**src/rtl/srvb_pkg.sv**
```systemverilog
`timescale 1ns / 1ps
// Package for the servo bus packet engine: request codes, frame constants,
// receive store sizing and the transmit frame byte table. No dependencies.
package srvb_pkg;

    localparam int RX_DEPTH = 32;
    localparam int RX_AW    = $clog2(RX_DEPTH);
    localparam int RX_CW    = RX_AW + 1;

    localparam logic [7:0] HDR_BYTE         = 8'hFF;
    localparam logic [7:0] INSTR_READ       = 8'h02;
    localparam logic [7:0] INSTR_WRITE      = 8'h03;
    localparam logic [7:0] ADDR_GOAL_POS    = 8'd42;
    localparam logic [7:0] ADDR_TORQUE_EN   = 8'd40;
    localparam logic [7:0] ADDR_TORQUE_LIM  = 8'd34;
    localparam logic [7:0] ADDR_PRESENT_POS = 8'd56;
    localparam logic [7:0] READ_LEN         = 8'd2;

    localparam logic KIND_TX  = 1'b0;
    localparam logic KIND_POS = 1'b1;

    typedef enum logic [2:0] {
        REQ_READ_POS   = 3'd0,
        REQ_WRITE_POS  = 3'd1,
        REQ_TORQUE_OFF = 3'd2,
        REQ_TORQUE_ON  = 3'd3,
        REQ_TORQUE_LIM = 3'd4,
        REQ_RX_BYTE    = 3'd5,
        REQ_BURST_END  = 3'd6
    } t_req;

    // value of the length field of each command frame
    function automatic logic [7:0] len_field(t_req kind);
        logic [7:0] l;
        l = 8'd4;
        case (kind)
            REQ_WRITE_POS:  l = 8'd9;
            REQ_TORQUE_LIM: l = 8'd5;
            default:        l = 8'd4;
        endcase
        return l;
    endfunction

    // index of the checksum byte (frame length minus one)
    function automatic logic [3:0] last_idx(t_req kind);
        logic [7:0] l;
        l = len_field(kind) + 8'd3;
        return l[3:0];
    endfunction

    // frame byte at idx, checksum excluded
    function automatic logic [7:0] frame_byte(t_req kind, logic [3:0] idx,
                                              logic [7:0] id, logic [15:0] gpos,
                                              logic [15:0] spd, logic [15:0] lim);
        logic [7:0] b;
        b = 8'h00;
        case (idx)
            4'd0, 4'd1: b = HDR_BYTE;
            4'd2:       b = id;
            4'd3:       b = len_field(kind);
            4'd4:       b = (kind == REQ_READ_POS) ? INSTR_READ : INSTR_WRITE;
            default: begin
                case (kind)
                    REQ_READ_POS: begin
                        case (idx)
                            4'd5:    b = ADDR_PRESENT_POS;
                            4'd6:    b = READ_LEN;
                            default: b = 8'h00;
                        endcase
                    end
                    REQ_WRITE_POS: begin
                        case (idx)
                            4'd5:    b = ADDR_GOAL_POS;
                            4'd6:    b = gpos[7:0];
                            4'd7:    b = gpos[15:8];
                            4'd10:   b = spd[7:0];
                            4'd11:   b = spd[15:8];
                            default: b = 8'h00;
                        endcase
                    end
                    REQ_TORQUE_OFF, REQ_TORQUE_ON: begin
                        case (idx)
                            4'd5:    b = ADDR_TORQUE_EN;
                            4'd6:    b = (kind == REQ_TORQUE_ON) ? 8'h01 : 8'h00;
                            default: b = 8'h00;
                        endcase
                    end
                    REQ_TORQUE_LIM: begin
                        case (idx)
                            4'd5:    b = ADDR_TORQUE_LIM;
                            4'd6:    b = lim[7:0];
                            4'd7:    b = lim[15:8];
                            default: b = 8'h00;
                        endcase
                    end
                    default: b = 8'h00;
                endcase
            end
        endcase
        return b;
    endfunction

endpackage

```
**src/rtl/servo_bus_packet_engine.sv**
```systemverilog
`timescale 1ns / 1ps
// Servo bus packet engine: builds command frames byte by byte, stores
// received bytes and scans them for a position reply. Uses srvb_pkg.
//
// Command: one frame byte per cycle unless the output stalls; the first byte
//   is registered after the engine enters its transmit state. Frame length
//   is 8, 9 or 13 bytes. Received byte: stored while the store has room.
// Burst end: the store is read one byte a cycle through a 7-byte window.
// Reset clears control state, byte count and expected id; the store is not
//   cleared (only written entries are ever read).
module servo_bus_packet_engine (
    input  logic                i_clk,
    input  logic                i_rst_n,
    input  logic                i_in_valid,
    output logic                o_in_ready,
    input  logic [2:0]          i_req_type,
    input  logic [7:0]          i_servo_id,
    input  logic signed [15:0]  i_goal_position,
    input  logic [15:0]         i_speed,
    input  logic [15:0]         i_torque_limit,
    input  logic [7:0]          i_rx_byte,
    output logic                o_out_valid,
    input  logic                i_out_ready,
    output logic                o_out_kind,
    output logic [7:0]          o_tx_byte,
    output logic                o_tx_last,
    output logic                o_found,
    output logic signed [15:0]  o_position
);
    import srvb_pkg::*;

    typedef enum logic [1:0] {ST_IDLE, ST_TX, ST_SCAN, ST_RPT} t_state;

    t_state             r_state;
    t_req               r_kind;
    logic [7:0]         r_id;
    logic [15:0]        r_gpos, r_spd, r_lim;
    logic [3:0]         r_idx;
    logic [7:0]         r_sum;
    logic [RX_CW-1:0]   r_rx_count;
    logic [7:0]         r_exp_id;

    logic [7:0]         r_mem [RX_DEPTH];
    logic [RX_CW-1:0]   r_rd_ptr;
    logic               r_rd_vld;
    logic [7:0]         r_rd_data;
    logic [7:0]         r_win [7];
    logic [RX_CW-1:0]   r_win_n;
    logic               r_win_new;
    logic               r_found;
    logic [15:0]        r_pos;

    logic               r_out_valid;
    logic               r_out_kind;
    logic [7:0]         r_out_byte;
    logic               r_out_last;
    logic               r_out_found;
    logic [15:0]        r_out_pos;

    logic               accept, slot_free, tx_last, rd_en, mem_we, win_hit;
    t_req               req;
    logic [7:0]         tx_data;
    logic [9:0]         frame_end, avail;

    assign o_in_ready  = (r_state == ST_IDLE);
    assign accept      = i_in_valid && o_in_ready;
    assign req         = t_req'(i_req_type);
    assign slot_free   = !r_out_valid || i_out_ready;
    assign tx_last     = (r_idx == last_idx(r_kind));
    assign tx_data     = frame_byte(r_kind, r_idx, r_id, r_gpos, r_spd, r_lim);
    assign rd_en       = (r_state == ST_SCAN) && (r_rd_ptr != r_rx_count);
    assign mem_we      = accept && (req == REQ_RX_BYTE) && (r_rx_count < RX_CW'(RX_DEPTH));

    // window holds bytes i..i+6 with i = win_n - 7; all frame bytes but the
    // checksum are stored if i + 3 + len <= count, i.e. win_n + len <= count + 4
    assign frame_end = 10'(r_win_n) + 10'(r_win[3]);
    assign avail     = 10'(r_rx_count) + 10'd4;
    assign win_hit   = r_win_new && (r_win[0] == HDR_BYTE) && (r_win[1] == HDR_BYTE) &&
                       (r_win[2] == r_exp_id) && (r_win[3] >= 8'd4) &&
                       (frame_end <= avail);

    always_ff @(posedge i_clk) begin
        if (mem_we) begin
            r_mem[r_rx_count[RX_AW-1:0]] <= i_rx_byte;
        end
        if (rd_en) begin
            r_rd_data <= r_mem[r_rd_ptr[RX_AW-1:0]];
        end
    end

    always_ff @(posedge i_clk) begin
        if (!i_rst_n) begin
            r_state     <= ST_IDLE;
            r_out_valid <= 1'b0;
            r_rx_count  <= '0;
            r_exp_id    <= 8'h00;
            r_rd_vld    <= 1'b0;
            r_win_new   <= 1'b0;
        end else begin
            if (r_out_valid && i_out_ready) begin
                r_out_valid <= 1'b0;
            end
            case (r_state)
                ST_IDLE: begin
                    if (accept) begin
                        r_kind <= req;
                        r_id   <= i_servo_id;
                        r_gpos <= i_goal_position;
                        r_spd  <= i_speed;
                        r_lim  <= i_torque_limit;
                        r_idx  <= 4'd0;
                        r_sum  <= 8'h00;
                        case (req)
                            REQ_READ_POS: begin
                                r_rx_count <= '0;
                                r_exp_id   <= i_servo_id;
                                r_state    <= ST_TX;
                            end
                            REQ_WRITE_POS, REQ_TORQUE_OFF, REQ_TORQUE_ON,
                            REQ_TORQUE_LIM: begin
                                r_state <= ST_TX;
                            end
                            REQ_RX_BYTE: begin
                                if (mem_we) begin
                                    r_rx_count <= r_rx_count + 1'b1;
                                end
                            end
                            REQ_BURST_END: begin
                                r_rd_ptr  <= '0;
                                r_win_n   <= '0;
                                r_rd_vld  <= 1'b0;
                                r_win_new <= 1'b0;
                                r_state   <= ST_SCAN;
                            end
                            default: ;
                        endcase
                    end
                end
                ST_TX: begin
                    if (slot_free) begin
                        r_out_valid <= 1'b1;
                        r_out_kind  <= KIND_TX;
                        r_out_byte  <= tx_last ? ~r_sum : tx_data;
                        r_out_last  <= tx_last;
                        r_out_found <= 1'b0;
                        r_out_pos   <= 16'h0000;
                        if (tx_last) begin
                            r_state <= ST_IDLE;
                        end else begin
                            r_idx <= r_idx + 4'd1;
                            if (r_idx >= 4'd2) begin
                                r_sum <= r_sum + tx_data;
                            end
                        end
                    end
                end
                ST_SCAN: begin
                    r_rd_vld  <= rd_en;
                    r_win_new <= 1'b0;
                    if (rd_en) begin
                        r_rd_ptr <= r_rd_ptr + 1'b1;
                    end
                    if (r_rd_vld) begin
                        for (int k = 0; k < 6; k++) begin
                            r_win[k] <= r_win[k+1];
                        end
                        r_win[6]  <= r_rd_data;
                        r_win_n   <= r_win_n + 1'b1;
                        r_win_new <= (r_win_n >= RX_CW'(6));
                    end
                    if (win_hit) begin
                        r_found <= 1'b1;
                        r_pos   <= {r_win[6], r_win[5]};
                        r_state <= ST_RPT;
                    end else if (!rd_en && !r_rd_vld && !r_win_new) begin
                        r_found <= 1'b0;
                        r_pos   <= 16'hFFFF;
                        r_state <= ST_RPT;
                    end
                end
                ST_RPT: begin
                    r_rd_vld  <= 1'b0;
                    r_win_new <= 1'b0;
                    if (slot_free) begin
                        r_out_valid <= 1'b1;
                        r_out_kind  <= KIND_POS;
                        r_out_byte  <= 8'h00;
                        r_out_last  <= 1'b0;
                        r_out_found <= r_found;
                        r_out_pos   <= r_pos;
                        r_state     <= ST_IDLE;
                    end
                end
                default: r_state <= ST_IDLE;
            endcase
        end
    end

    assign o_out_valid = r_out_valid;
    assign o_out_kind  = r_out_kind;
    assign o_tx_byte   = r_out_byte;
    assign o_tx_last   = r_out_last;
    assign o_found     = r_out_found;
    assign o_position  = r_out_pos;

endmodule
```
**config.mk**
```make
export PLATFORM = sky130hd
export DESIGN_NAME = servo_bus_packet_engine
export DESIGN_NICKNAME = d
export VERILOG_FILES = /design/src/rtl/srvb_pkg.sv /design/src/rtl/servo_bus_packet_engine.sv
export SDC_FILE = /design/constraint.sdc
export NUM_CORES = 1
export LEC_CHECK = 0
export BUFFER_PORTS_ARGS = -buffer_cell sky130_fd_sc_hd__buf_2
export CORE_UTILIZATION = 65
export DETAILED_ROUTE_END_ITERATION = 12
export GPL_TIMING_DRIVEN = 1
export PLACE_DENSITY = 0.89
export SYNTH_ARGS = -nofsm -noshare
export SYNTH_HDL_FRONTEND = slang
export SYNTH_SLANG_ARGS = --single-unit
export TNS_END_PERCENT = 100
```
**constraint.sdc**
```tcl
create_clock -name i_clk -period 8.55 [get_ports i_clk]
set_clock_uncertainty 0.05 [all_clocks]
set_input_delay 0.4275 -clock i_clk [delete_from_list [all_inputs] [get_ports i_clk]]
set_output_delay 0.4275 -clock i_clk [all_outputs]
set_load 0.01 [all_outputs]
```
# == After elaboration in Yosys (flattened, before gate mapping) ==
# Memory sizes are Yosys's and may differ from the RTL's. A register that Yosys moved wholly into a read port is not among the register bits.
# Cells that the tools add are included.
# op_classes
addsub,8
magnitude_cmp,5
n_eq_ne,39
mux,65
bitwise_logic,1
n_reduce_logical,42
# op_table
operator,count
$mux W16,4
$pmux W8 S4,2
$pmux W6 S2,5
$mux W8,7
$pmux W8 S5,1
$pmux W16 S2,1
$pmux W8 S2,2
$mux W6,5
$pmux W8 S3,1
$mux W1,19
$add A6 B1 Y6 const B,3
$eq A4 B3 Y1 const B,4
$eq A8 B8 Y1 const B,2
$ne A2 B2 Y1 const B,8
$pmux W4 S2,2
$reduce_and A5 Y1,3
$eq A3 B2 Y1 const B,4
$eq A3 B3 Y1 const B,4
$logic_and A1 B1 Y1,12
$mux W2,6
$mux W4,3
$reduce_and A3 Y1,4
$reduce_and A6 Y1,2
$reduce_bool A2 Y1,5
35 further kinds,51
# totals
reg_bits,146
mem_bits_rw,312
input_bits,71
out_inout_bits,29
wordCells,184
n_memories,2
# memory_table
memory,words,width,rd,rd_ports_with_merged_regs,write_ports,line,source
r_mem,32,8,1,1,1,servo_bus_packet_engine.sv:43,logic [7:0] r_mem [RX_DEPTH];
r_win,7,8,7,0,7,servo_bus_packet_engine.sv:47,logic [7:0] r_win [7];

# == Depth between registers and ports, before layout ==
# Gate-level depths: netlist of run 1.
# logic_depth
depth_word,10
depth_mapped,18
mapped_depth_nobuf,16

# == Worst setup path before layout of run 1 ==
# Ideal clock, no wire load.
# synth_path
path_kind,reg2reg
from,register r_win_n[0]
to,register r_found (enable)
setup_ns,0.418
arrival_ns,4.377
required_time_ns,8.082
path_slack_ns,3.705
path_stages_with_launch,18
n_path_buf,1
synth_period_minus_slack_ns,4.845
path_cell_list,edfxtp_1 > ha_1 > inv_1 > fa_1 > nor2b_1 > o21ai_0 > a21boi_1 > o21a_1 > nor2_1 > xnor2_1 > ha_1 > a211o_1 > a21oi_1 > o211ai_1 > o221ai_1 > o2111ai_1 > clkbuf_1 > a211oi_1
# synth_via
elab_chain_cells,5
# synth_rtl
element,line,source
"start, declared",servo_bus_packet_engine.sv:48,logic [RX_CW-1:0] r_win_n;
"start signal, assigned",servo_bus_packet_engine.sv:168,r_win_n <= r_win_n + 1'b1;
$add A6 B8 Y9,servo_bus_packet_engine.sv:76,assign frame_end = 10'(r_win_n) + 10'(r_win[3]);
$le A9 B7 Y1,servo_bus_packet_engine.sv:80,(frame_end <= avail);
$logic_and A1 B1 Y1,servo_bus_packet_engine.sv:79,(r_win[2] == r_exp_id) && (r_win[3] >= 8'd4) &&
$reduce_bool A2 Y1 (no line),--,
$reduce_and A3 Y1 (no line),--,
"end signal, assigned",servo_bus_packet_engine.sv:172,r_found <= 1'b1;
"end signal, assigned",servo_bus_packet_engine.sv:176,r_found <= 1'b0;
"end, declared",servo_bus_packet_engine.sv:50,logic r_found;
# No other way between the ends.
# A chain may end at the register's enable or synchronous reset.

# == Worst setup path in the final report of run 1 ==
# layout_path
from,register r_win_n[0]
to,register r_pos[7] (enable)
# layout_via
elab_chain_cells,5
# layout_rtl
element,line,source
$add A6 B8 Y9,servo_bus_packet_engine.sv:76,
$le A9 B7 Y1,servo_bus_packet_engine.sv:80,
$logic_and A1 B1 Y1,servo_bus_packet_engine.sv:79,
$reduce_bool A2 Y1 (no line),--,
$reduce_and A3 Y1 (no line),--,
"end signal, assigned",servo_bus_packet_engine.sv:173,"r_pos <= {r_win[6], r_win[5]};"
"end, declared",servo_bus_packet_engine.sv:51,logic [15:0] r_pos;
# No other way between the ends.

==> impl_metrics.json, run 1 <==
{
  "reg2reg_from": "r_win_n[0]",
  "clock_path_buffers": 3,
  "antenna_found_initial": 1,
  "period_minus_slack_ns": 4.97,
  "slew_headroom_pct": 21.1,
  "std_cell_rows": 62,
  "grt_first_pass_wirelength_um": 61800,
  "power_density_mw_per_mm2": 221,
  "cp_max_fo": 19,
  "drtIter0Drc": 1418,
  "fin_nets": 1316,
  "clock_latency_ns": 0.57,
  "grtUsageTotal_pct": 27.5,
  "portBuffers": 99,
  "gp_congestion": 0.855,
  "vias": 10474,
  "stdcell_count": 1632,
  "vdd_ir_drop_max_v": 0.000220,
  "htreeDepth": 2,
  "worst_pin_slew_ns": 1.18,
  "drv_slew": 0,
  "initial_core_util_pct": 66.1,
  "tns_ns": 0,
  "arrival_ns": 5.08,
  "yosysWarnings": 0,
  "avgSynthCellArea_sq_um": 17.7,
  "cp-start-kind": "flip-flop",
  "whs_ns": 0.00358,
  "post-route-period-util_pct": 58.1,
  "end_kind": "flip-flop",
  "fin_util_pct": 75.0,
  "synthFlopType": "edfxtp_1",
  "critical_path_required_ns": 8.66,
  "hold_depth": 1,
  "clock-sinks": 466,
  "vias_per_cell": 6.42,
  "cp-startpoint": "r_win_n[0]",
  "path_class": "flip-flop to flip-flop",
  "clkTransAtPathRegs_ns": 0.06,
  "hold_violations": 0,
  "synth.cell_area_sq_mm": 0.0190,
  "io_pins": 100,
  "yosysTopAreaCellShare_pct": 70.8,
  "status": "completed",
  "antenna_left": 0,
  "grt_max_degree": 68,
  "hp-start": "i_torque_limit[5]",
  "synth-seq-cells": 466,
  "setup_viol": 0,
  "die_area_sq_mm": 0.0299,
  "syn_nets": 1178,
  "die_w_um": 173,
  "grt_pass1_vias": 10677,
  "grt_overflow": 0,
  "synth_edf_count": 447,
  "worstRegToRegCells": 16,
  "remaining_drc_errors": 0,
  "max_cap_violations": 0,
  "syn_inst": 1073,
  "min_path_type": "input pin to flip-flop",
  "dp_hpwl_um": 23900,
  "async_reset_ff_share_pct": 0,
  "place_inst": 1519,
  "cts_root_buf": "clkbuf_16",
  "core_sq_mm": 0.0287,
  "yosysTopAreaCell": "edfxtp_1",
  "cts_resized": 0,
  "power_leakage_nw": 7.30,
  "post_cts_buffers": 0,
  "drive_above_1_share_pct": 22.6,
  "grt_setup_unrepaired": "false",
  "die_y_um": 173,
  "fmax_ghz": 0.201,
  "synth.distinct_cells": 69,
  "cts_buffers": 44,
  "wire_per_inst_um": 24.7,
  "cts_tree": "done",
  "area_growth_pct": 13.6,
  "yosysSeqAreaShare_pct": 72.8,
  "drt-total-wl_um": 40200,
  "ys_top_cells_by_area": "edfxtp_1 (71%), mux4_2 (9.5%), ha_1 (2.1%)",
  "drt_first_pass_iters": 6
}
## layout make-up
class	count	area, sq um
Tap cell	384	480
Antenna cell	1	2.50
Clock inverter	21	210
Timing Repair Buffer	139	871
Sequential cell	466	13800
Inverter	22	82.6
Clock buffer	61	1210
Multi-Input combinational cell	538	4870
Fill cell	1566	7170
## registers in the layout, indices dropped and copies added, names as in the netlist, 6 cells and up
| name | flops |
|---|---|
| r_rx_count | 6 |
| r_mem | 256 |
| r_pos | 16 |
| r_win_n | 6 |
| r_spd | 16 |
| o_tx_byte | 8 |
| o_position | 16 |
| r_sum | 8 |
| r_rd_data | 8 |
| r_gpos | 16 |
| r_exp_id | 8 |
| r_win | 56 |
| r_id | 8 |
| r_lim | 16 |
| r_rd_ptr | 6 |
## report_power, final
group	leakage [nW]	internal [W]	total [W]	switching, W
sequential	4.23	0.00254	0.00256	0.0000219
clock	0.699	0.00109	0.00192	0.000833
combinational	2.37	0.000103	0.000267	0.000164
total	7.30	0.00373	0.00475	0.00102
## cell usage in the layout, fill, tap and decap left out, types with 10 or more instances in the layout
cell type and n:
a22oi_1 23, nor2_1 96, nand2_1 26, mux2i_1 10, mux4_2 80, inv_1 21
ha_1 32, nand3_1 21, dlygate4sd3_1 30, and3_1 20, dfxtp_1 19, a21oi_1 30
clkbuf_1 12, buf_4 10, buf_2 99, clkbuf_16 44, xor2_1 19, xnor2_1 22
edfxtp_1 447, nor2b_1 10
## what timing repair did
item | in CTS | in global routing
setup endpoints to repair | 0 | 0
hold buffers | 26 | 4
endpoints found under the hold margin | 26 | 4
## worst max-delay path, cell delays in order (launching register included)
cell and delay, ns:
edfxtp_1 0.42, ha_1 0.23, inv_1 0.07, fa_1 0.41
nor2b_1 0.12, o21ai_0 0.12, a21boi_1 0.31, o21a_1 0.17
nor2_1 0.05, xnor2_1 0.12, ha_1 0.34, a211o_1 0.31
a21oi_1 0.11, o211ai_1 0.11, o221ai_1 0.10, o2111ai_1 0.59
a211oi_4 0.96
## layer usage
| metal | vias up | part of all wire (%) | GRT usage (%) |
|---|---|---|---|
| li1 | 4519 | - | - |
| met1 | 5221 | 38 | 36.1 |
| met2 | 613 | 51 | 46.0 |
| met3 | 121 | 7.8 | 5.26 |
| met4 | 0 | 3.8 | 11.1 |
| met5 | - | 0 | 0.160 |
## cells by family (layout without fill, tap and decap cells)
family | count (synthesis) | after routing | share of synthesized area (%)
flip-flops | 466 | 466 | 72.8
AND/OR/NAND/NOR | 245 | 245 | 6.49
AO/OA/AOI/OAI | 119 | 119 | 4.32
multiplexers | 99 | 99 | 10.6
buffers and inverters | 69 | 243 | 1.59
XOR/XNOR | 41 | 41 | 1.89
adder cells (fa/ha/maj) | 34 | 34 | 2.32
other | 0 | 1 | 0
## synth_stat cells (3+ instances only)
library cell  count
buf_2             7
xor2_1           19
nand3_1          21
ha_1             32
mux4_2           80
buf_6             4
or2_1             8
or4_1             3
nor2_1           97
nand2b_1          8
nand4_1           6
a221oi_1          3
a22oi_1          23
inv_1            21
o21a_1            7
nor3_1            7
a31oi_1           3
and3_1           22
dfxtp_1          19
edfxtp_1        447
and2_1            5
nand2_1          26
a21o_1            5
a211oi_1          4
o22ai_1           6
clkbuf_1         29
a32oi_1           4
or2_2             8
mux2_2            8
nor2b_1          10
nand3b_1          5
nor4_1            3
buf_1             6
xnor2_1          22
mux2i_1          10
o21ai_0           9
or3_1             5
a21oi_1          30
## worst paths after layout
check,slack (ns),endpoint
worst max-delay path,3.58,r_pos[7]
worst min-delay path,0.004,r_lim[5]
worst max register to register,3.58,r_pos[7]
worst min register to register,0.37,r_win[3][5]
## per-stage QoR
stage               area [sq um]  power (W)  setup WS, ns
floorplan                  19000    0.00276          3.71
global placement           19800    0.00284          3.71
detailed placement         19800    0.00285          3.47
CTS                        21500    0.00476          3.40
global route               21500    0.00487          3.15
finish                     21500    0.00475          3.58
No activity file was read; power rests on OpenSTA's default activity.
==> inputs of run 2 (changes only) <==
--- a/config.mk
+++ b/config.mk
@@ -6,10 +6,10 @@
 export NUM_CORES = 1
 export LEC_CHECK = 0
 export BUFFER_PORTS_ARGS = -buffer_cell sky130_fd_sc_hd__buf_2
-export CORE_UTILIZATION = 65
+export CORE_UTILIZATION = 61
 export DETAILED_ROUTE_END_ITERATION = 12
 export GPL_TIMING_DRIVEN = 1
-export PLACE_DENSITY = 0.89
+export PLACE_DENSITY = 0.85
 export SYNTH_ARGS = -nofsm -noshare
 export SYNTH_HDL_FRONTEND = slang
 export SYNTH_SLANG_ARGS = --single-unit
==> constraint.sdc (replaced) <==
create_clock -name i_clk -period 4.97 [get_ports i_clk]
set_clock_uncertainty 0.05 [all_clocks]
set_input_delay 0.2485 -clock i_clk [delete_from_list [all_inputs] [get_ports i_clk]]
set_output_delay 0.2485 -clock i_clk [all_outputs]
set_load 0.01 [all_outputs]
==> run 2 against run 1 <==
  * Register-to-register slack worse by 2.8 ns
  * Clock power increased by 73%
  * Core utilization decreased by 3.4 points
  * Count of clock-buffer cells in the layout up 1
  * Combinational power increased by 78%
  * Critical path type unchanged
  * Largest cell class unchanged
==> impl_metrics.json, run 2 (same netlist as run 1, synthesis figures left out) <==
{
  "cts_buffers": 46,
  "use_met2_pct": 44.7,
  "fmax_ghz": 0.239,
  "drtIter0Drc": 991,
  "remaining_drc_errors": 0,
  "vias_per_cell": 6.17,
  "path_class": "flip-flop to flip-flop",
  "cts_root_buf": "clkbuf_16",
  "place_inst": 1535,
  "std_cell_rows": 64,
  "grt_max_degree": 69,
  "tns_ns": 0,
  "drt-total-wl_um": 40400,
  "clkPwrFrac_pct": 40.6,
  "crit_slowest_cell": "or3_1",
  "seqPwrFrac_pct": 53.6,
  "netSwitchingPower_w": 0.00174,
  "antenna_left": 0,
  "dp_hpwl_um": 24400,
  "min_path_type": "input pin to flip-flop",
  "portBuffers": 99,
  "core_sq_mm": 0.0306,
  "fillers": 1840,
  "combPwrFrac_pct": 5.8,
  "grt-busiest-layer": "met2",
  "worst_pin_slew_ns": 1.08,
  "grt_first_pass_wirelength_um": 60800,
  "end_kind": "flip-flop",
  "slew_headroom_pct": 27.8,
  "cp_max_fo": 10,
  "clkTransAtPathRegs_ns": 0.06,
  "path_buf_inv": 2,
  "crit_path_end": "r_sum[7]",
  "drive_above_1_share_pct": 22.1,
  "die_y_um": 178,
  "vias": 10380,
  "grt_overflow": 0,
  "grt_setup_unrepaired": "false",
  "grtUsageTotal_pct": 26.1,
  "crit_chain": "inv_1 > ha_1 > or3_1 > o2bb2ai_1 > and2_1 > o2bb2ai_1 > a32oi_1 > inv_1 > ha_1 > a21o_1 > a21oi_1 > o21ai_1 > or4_1 > and3_1 > mux2_1",
  "power_leakage_nw": 7.44,
  "drt_first_pass_iters": 5,
  "setup_viol": 0,
  "die_area_sq_mm": 0.0318,
  "clock_path_buffers": 3,
  "initial_core_util_pct": 62.0,
  "gp_congestion": 0.861,
  "stdcell_count": 1681,
  "post-route-period-util_pct": 84.1,
  "hold_violations": 0,
  "cts_resized": 0,
  "period_minus_slack_ns": 4.18,
  "fin_nets": 1352,
  "critical_path_required_ns": 5.22,
  "r2r-end": "r_sum[7]",
  "switching_share_pct": 21.2,
  "power_density_mw_per_mm2": 375,
  "grt_use_met1_pct": 34.3,
  "cp-start-kind": "flip-flop",
  "reg2reg_slack_ns": 0.79,
  "grtUsageMet3_pct": 4.16,
  "cp-startpoint": "r_idx[1]",
  "status": "completed",
  "io_pins": 100,
  "die_w_um": 178,
  "htreeDepth": 2,
  "vdd_ir_drop_max_v": 0.000328,
  "crit_family": "simple AND/OR/NAND/NOR gates",
  "p_int_w": 0.00647,
  "drv_slew": 0,
  "clock-sinks": 466,
  "worstRegToRegCells": 15,
  "cts_tree": "done",
  "final_common_cell": "edfxtp_1",
  "clock_latency_ns": 0.55,
  "area_growth_pct": 15.6,
  "post_cts_buffers": 0,
  "arrival_ns": 4.43,
  "wire_per_inst_um": 24.0,
  "cp_slowest_stage_delay_ns": 0.45,
  "max_cap_violations": 0,
  "grt_pass1_vias": 10526,
  "antenna_found_initial": 3,
  "largest_reg_flops": 256,
  "reg2reg_from": "r_idx[1]",
  "path_depth": 15,
  "final_cell_mix": "edfxtp_1 (447), buf_2 (99), nor2_1 (96)"
}
[run 2: cell types whose count changed in the layout (fill, tap and decap cells not counted), sizes merged]
cell / before / now
clkbuf: 61 / 62
dlygate4sd3: 30 / 60
inv: 21 / 23
clkinv: 18 / 14
buf: 109 / 113
clkinvlp: 1 / 4
diode: 1 / 2
[run 2: metal layers]
| metal | routed length, um | up-vias |
|---|---|---|
| li1 | - | 4608 |
| met1 | 15600 | 5221 |
| met2 | 20700 | 473 |
| met3 | 2940 | 76 |
| met4 | 1050 | 2 |
| met5 | 13 | - |
[run 2: layout make-up]
cell class	count	area [sq um]	share of cell area, %
antenna	2	5.00	0.0228
clock buffer	62	1230	5.63
clock inverter	22	214	0.977
inverter	22	82.6	0.377
multi-input combinational	538	4860	22.2
sequential	466	13800	63.0
tap	396	495	2.26
timing repair buffer	173	1210	5.54
[run 2: stage by stage]
step,power [W],cell area (sq um),utilization (%),hold slack [ns],setup slack [ns]
2_1_floorplan,0.00474,19000,-,0.297,0.125
3_5_place_dp,0.00491,19900,64.9,0.355,0.834
4_1_cts,0.00824,21900,71.6,0.0349,0.810
5_1_grt,0.00843,21900,71.6,0.0817,0.551
3_3_place_gp,0.00490,19900,64.9,0.351,0.924
6_report,0.00821,21900,71.6,0.0665,0.789
[run 2: worst reg2reg max path, delay by kind of cell (launching register included)]
| family | cells | cell delay [ns] |
|---|---|---|
| DFF | 1 | 0.42 |
| adders and majority gates | 2 | 0.54 |
| muxes | 1 | 0.28 |
| and+or+nand+nor | 4 | 1.31 |
| AOI/OAI and AO/OA | 6 | 1.16 |
| buffers and inverters | 2 | 0.18 |
[run 2: timing repair]
action / in CTS / in global routing
endpoints found under the hold margin: 68 / 0
hold buffers: 60 / 0
setup endpoints to repair: 0 / 0
[run 2: worst min-delay path by stage]
stage / endpoint / depth (start not counted) / slack [ns] / start
3_5_place_dp: r_win[6][2] / 0 / 0.35 / r_rd_data[2]
6_report: r_rx_count[4] / 3 / 0.07 / i_rst_n
2_1_floorplan: r_gpos[0] / 0 / 0.30 / i_goal_position[0]
4_1_cts: r_rx_count[4] / 3 / 0.03 / i_rst_n
3_3_place_gp: r_win[6][3] / 0 / 0.35 / r_rd_data[3]
5_1_grt: r_rx_count[4] / 3 / 0.08 / i_rst_n
[run 2: power groups by stage]
stage / clock network, W / logic (W) / registers [W]
global route: 0.00351 / 0.000515 / 0.00440
finish: 0.00333 / 0.000474 / 0.00440
CTS: 0.00337 / 0.000467 / 0.00440
global placement: 0 / 0.000417 / 0.00448
detailed placement: 0 / 0.000426 / 0.00448
floorplan: 0 / 0.000272 / 0.00447
==> inputs of run 3 (changes only) <==
--- a/config.mk
+++ b/config.mk
@@ -5,11 +5,12 @@
 export SDC_FILE = /design/constraint.sdc
 export NUM_CORES = 1
 export LEC_CHECK = 0
+export ABC_AREA = 1
 export BUFFER_PORTS_ARGS = -buffer_cell sky130_fd_sc_hd__buf_2
-export CORE_UTILIZATION = 61
+export CORE_UTILIZATION = 55
 export DETAILED_ROUTE_END_ITERATION = 12
 export GPL_TIMING_DRIVEN = 1
-export PLACE_DENSITY = 0.85
+export PLACE_DENSITY = 0.81
 export SYNTH_ARGS = -nofsm -noshare
 export SYNTH_HDL_FRONTEND = slang
 export SYNTH_SLANG_ARGS = --single-unit
==> constraint.sdc (replaced) <==
create_clock -name i_clk -period 3.44 [get_ports i_clk]
set_clock_uncertainty 0.05 [all_clocks]
set_input_delay 0.172 -clock i_clk [delete_from_list [all_inputs] [get_ports i_clk]]
set_output_delay 0.172 -clock i_clk [all_outputs]
set_load 0.01 [all_outputs]
==> run 3 against run 2 <==
  * Fmax rose by 28%
  * Wire length rose by 8.5%
  * Core utilization fell by 6.9 points
  * Critical path type unchanged
  * Final cell count rose by 34%
  * Combinational power rose to 6.5 times the previous value
  * Largest cell class unchanged
==> impl_metrics.json, run 3 <==
{
  "status": "completed",
  "cp-start-kind": "flip-flop",
  "clock-sinks": 466,
  "antenna_found_initial": 2,
  "place_area_sq_mm": 0.0203,
  "final_cell_mix": "edfxtp_1 (447), nor2_1 (267), nand2_1 (188)",
  "syn_inst": 1590,
  "end_kind": "flip-flop",
  "cts_root_buf": "clkbuf_16",
  "grtUsageTotal_pct": 24.6,
  "cp_common_cell": "nand2_1",
  "cts_tree": "done",
  "yosysWarnings": 0,
  "min_path_type": "input pin to flip-flop",
  "syn_nets": 1695,
  "wl_met3_um": 3590,
  "reg2reg_from": "r_idx[0]",
  "final_common_cell": "edfxtp_1",
  "power_density_mw_per_mm2": 657,
  "reg2reg_slack_ns": 0.17,
  "arrival_ns": 3.52,
  "grt_first_pass_wirelength_um": 67600,
  "grt_setup_unrepaired": "true",
  "tns_ns": 0,
  "wire_per_inst_um": 19.5,
  "drv_slew": 0,
  "htreeDepth": 2,
  "yosysTopAreaCell": "edfxtp_1",
  "gp_congestion": 0.891,
  "core_sq_mm": 0.0345,
  "synth.cell_area_sq_mm": 0.0193,
  "ys_top_cells_by_area": "edfxtp_1 (70%), nor2_1 (5.2%), o21ai_0 (4.2%)",
  "hp-start": "i_in_valid",
  "pre_cts_slack_ns": -0.0386,
  "worst_pin_slew_ns": 0.851,
  "largest_reg_flops": 256,
  "critical_path_required_ns": 3.69,
  "synth_edf_count": 447,
  "async_reset_ff_share_pct": 0,
  "avgSynthCellArea_sq_um": 12.1,
  "crit_slowest_cell": "edfxtp_1",
  "yosysSeqAreaShare_pct": 71.6,
  "remaining_drc_errors": 0,
  "max_cap_violations": 0,
  "drive_above_1_share_pct": 12.9,
  "synth.distinct_cells": 44,
  "yosysTopAreaCellShare_pct": 69.6,
  "setup_slack_ns": 0.168,
  "std_cell_rows": 68,
  "drtIter0Drc": 1418,
  "grt_max_degree": 132,
  "drt_first_pass_iters": 6,
  "initial_core_util_pct": 55.8,
  "fmax_ghz": 0.306,
  "synthMostInstantiatedCell": "edfxtp_1",
  "area_growth_pct": 16.1,
  "die_area_sq_mm": 0.0358,
  "setup_viol": 0,
  "cp-startpoint": "r_idx[0]",
  "dr.max_layer_used": "met5",
  "vdd_ir_drop_max_v": 0.000523,
  "clkTransAtPathRegs_ns": 0.07,
  "drt-met1-wl_um": 16900,
  "cp_max_fo": 3,
  "dp_hpwl_um": 25700,
  "io_pins": 100,
  "grt_overflow": 0,
  "fillers": 2410,
  "vias": 13091,
  "post-route-period-util_pct": 95.1,
  "grt_pass1_vias": 12650,
  "portBuffers": 99,
  "die_y_um": 189,
  "vias_per_cell": 5.82,
  "synth-seq-cells": 466,
  "slew_headroom_pct": 43.1,
  "cp_slowest_stage_delay_ns": 0.43,
  "synth_common_cells": "edfxtp_1 (447), nor2_1 (268), nand2_1 (188), o21ai_0 (163), inv_1 (116)",
  "synthFlopType": "edfxtp_1",
  "fin_nets": 1868,
  "crit_chain": "buf_4 > ha_1 > inv_2 > nor2_4 > nand2_1 > a21oi_1 > a21oi_1 > nand2_1 > o21ai_2 > inv_1 > ha_1 > fa_1 > nand2_1 > inv_1 > o21ai_1 > a21boi_1 > o21ai_1 > nand2_1 > o21ai_1 > a21oi_1",
  "wl_met2_um": 21600,
  "die_w_um": 189,
  "design_area_sq_mm": 0.0224,
  "power_leakage_nw": 8.07,
  "period_minus_slack_ns": 3.27,
  "hold_violations": 0,
  "clock_latency_ns": 0.56,
  "clock_path_buffers": 3,
  "cts_buffers": 44,
  "path_class": "flip-flop to flip-flop",
  "drt-total-wl_um": 43800,
  "antenna_left": 0
}
==> run 3: stage by stage <==
step                      total power (W)  hold WS, ns  utilization (%)  cells
final                              0.0147       0.0834             64.8   2251
after global routing               0.0153       0.0968             64.8   2251
after CTS                          0.0146       0.0593             64.7   2247
after detailed placement          0.00988        0.300             58.9   2108
after global placement            0.00977        0.300             58.9   2108
after floorplan                   0.00894        0.221                -   1590
==> run 3: worst paths after layout <==
check	to	depth (start not counted)
max	r_sum[6]	20
min	r_id[3]	3
max reg2reg	r_sum[6]	20
min reg2reg	r_win[6][1]	0
==> run 3: timing repair <==
item                       4_1_cts  5_1_grt
cloned                           0        0
hold endpoints to repair        70        0
buffers inserted                 0        3
hold buffers                    61        0
pin swaps                        0        2
resized for setup                1       10
setup endpoints to repair        1        4
==> run 3: worst max-delay path, delay by kind of cell, from the launching register on <==
kind,cells,cell delay (ns)
buffers and inverters,4,0.38
AOI/OAI and AO/OA,8,0.96
and+or+nand+nor,5,0.40
adders and majority gates,3,0.83
DFF,1,0.43
==> run 3: layout make-up <==
| type | count | area [sq um] | area share, % |
|---|---|---|---|
| diodes | 1 | 2.50 | 0.0112 |
| clock buffers | 58 | 1200 | 5.38 |
| clock inverters | 20 | 194 | 0.867 |
| inverters | 122 | 458 | 2.05 |
| multi-input cells | 942 | 4810 | 21.5 |
| flip-flops and latches | 466 | 13800 | 61.7 |
| well taps | 455 | 569 | 2.54 |
| repair buffers | 187 | 1330 | 5.96 |
==> run 3: power breakdown <==
group / total (W) / switching, W / internal (W)
clock: 0.00474 / 0.00205 / 0.00269
combinational: 0.00309 / 0.00207 / 0.00102
sequential: 0.00687 / 0.000197 / 0.00668
total: 0.0147 / 0.00431 / 0.0104
==> run 3: cells by family (layout without fill, tap and decap cells) <==
kind of cell / after synthesis / after routing / synth area share (%)
buf+inv: 182 / 387 / 3.70
fa+ha+maj: 34 / 34 / 2.28
flops: 466 / 466 / 71.6
compound gates: 318 / 318 / 9.30
simple gates: 576 / 576 / 12.5
other cells: 0 / 1 / 0
xor+xnor: 14 / 14 / 0.636
==> run 3: layer usage <==
layer,global-route usage (%),vias up
met4,10.0,2
met3,3.73,128
met5,0,-
met2,41.3,677
li1,-,6020
met1,32.2,6264
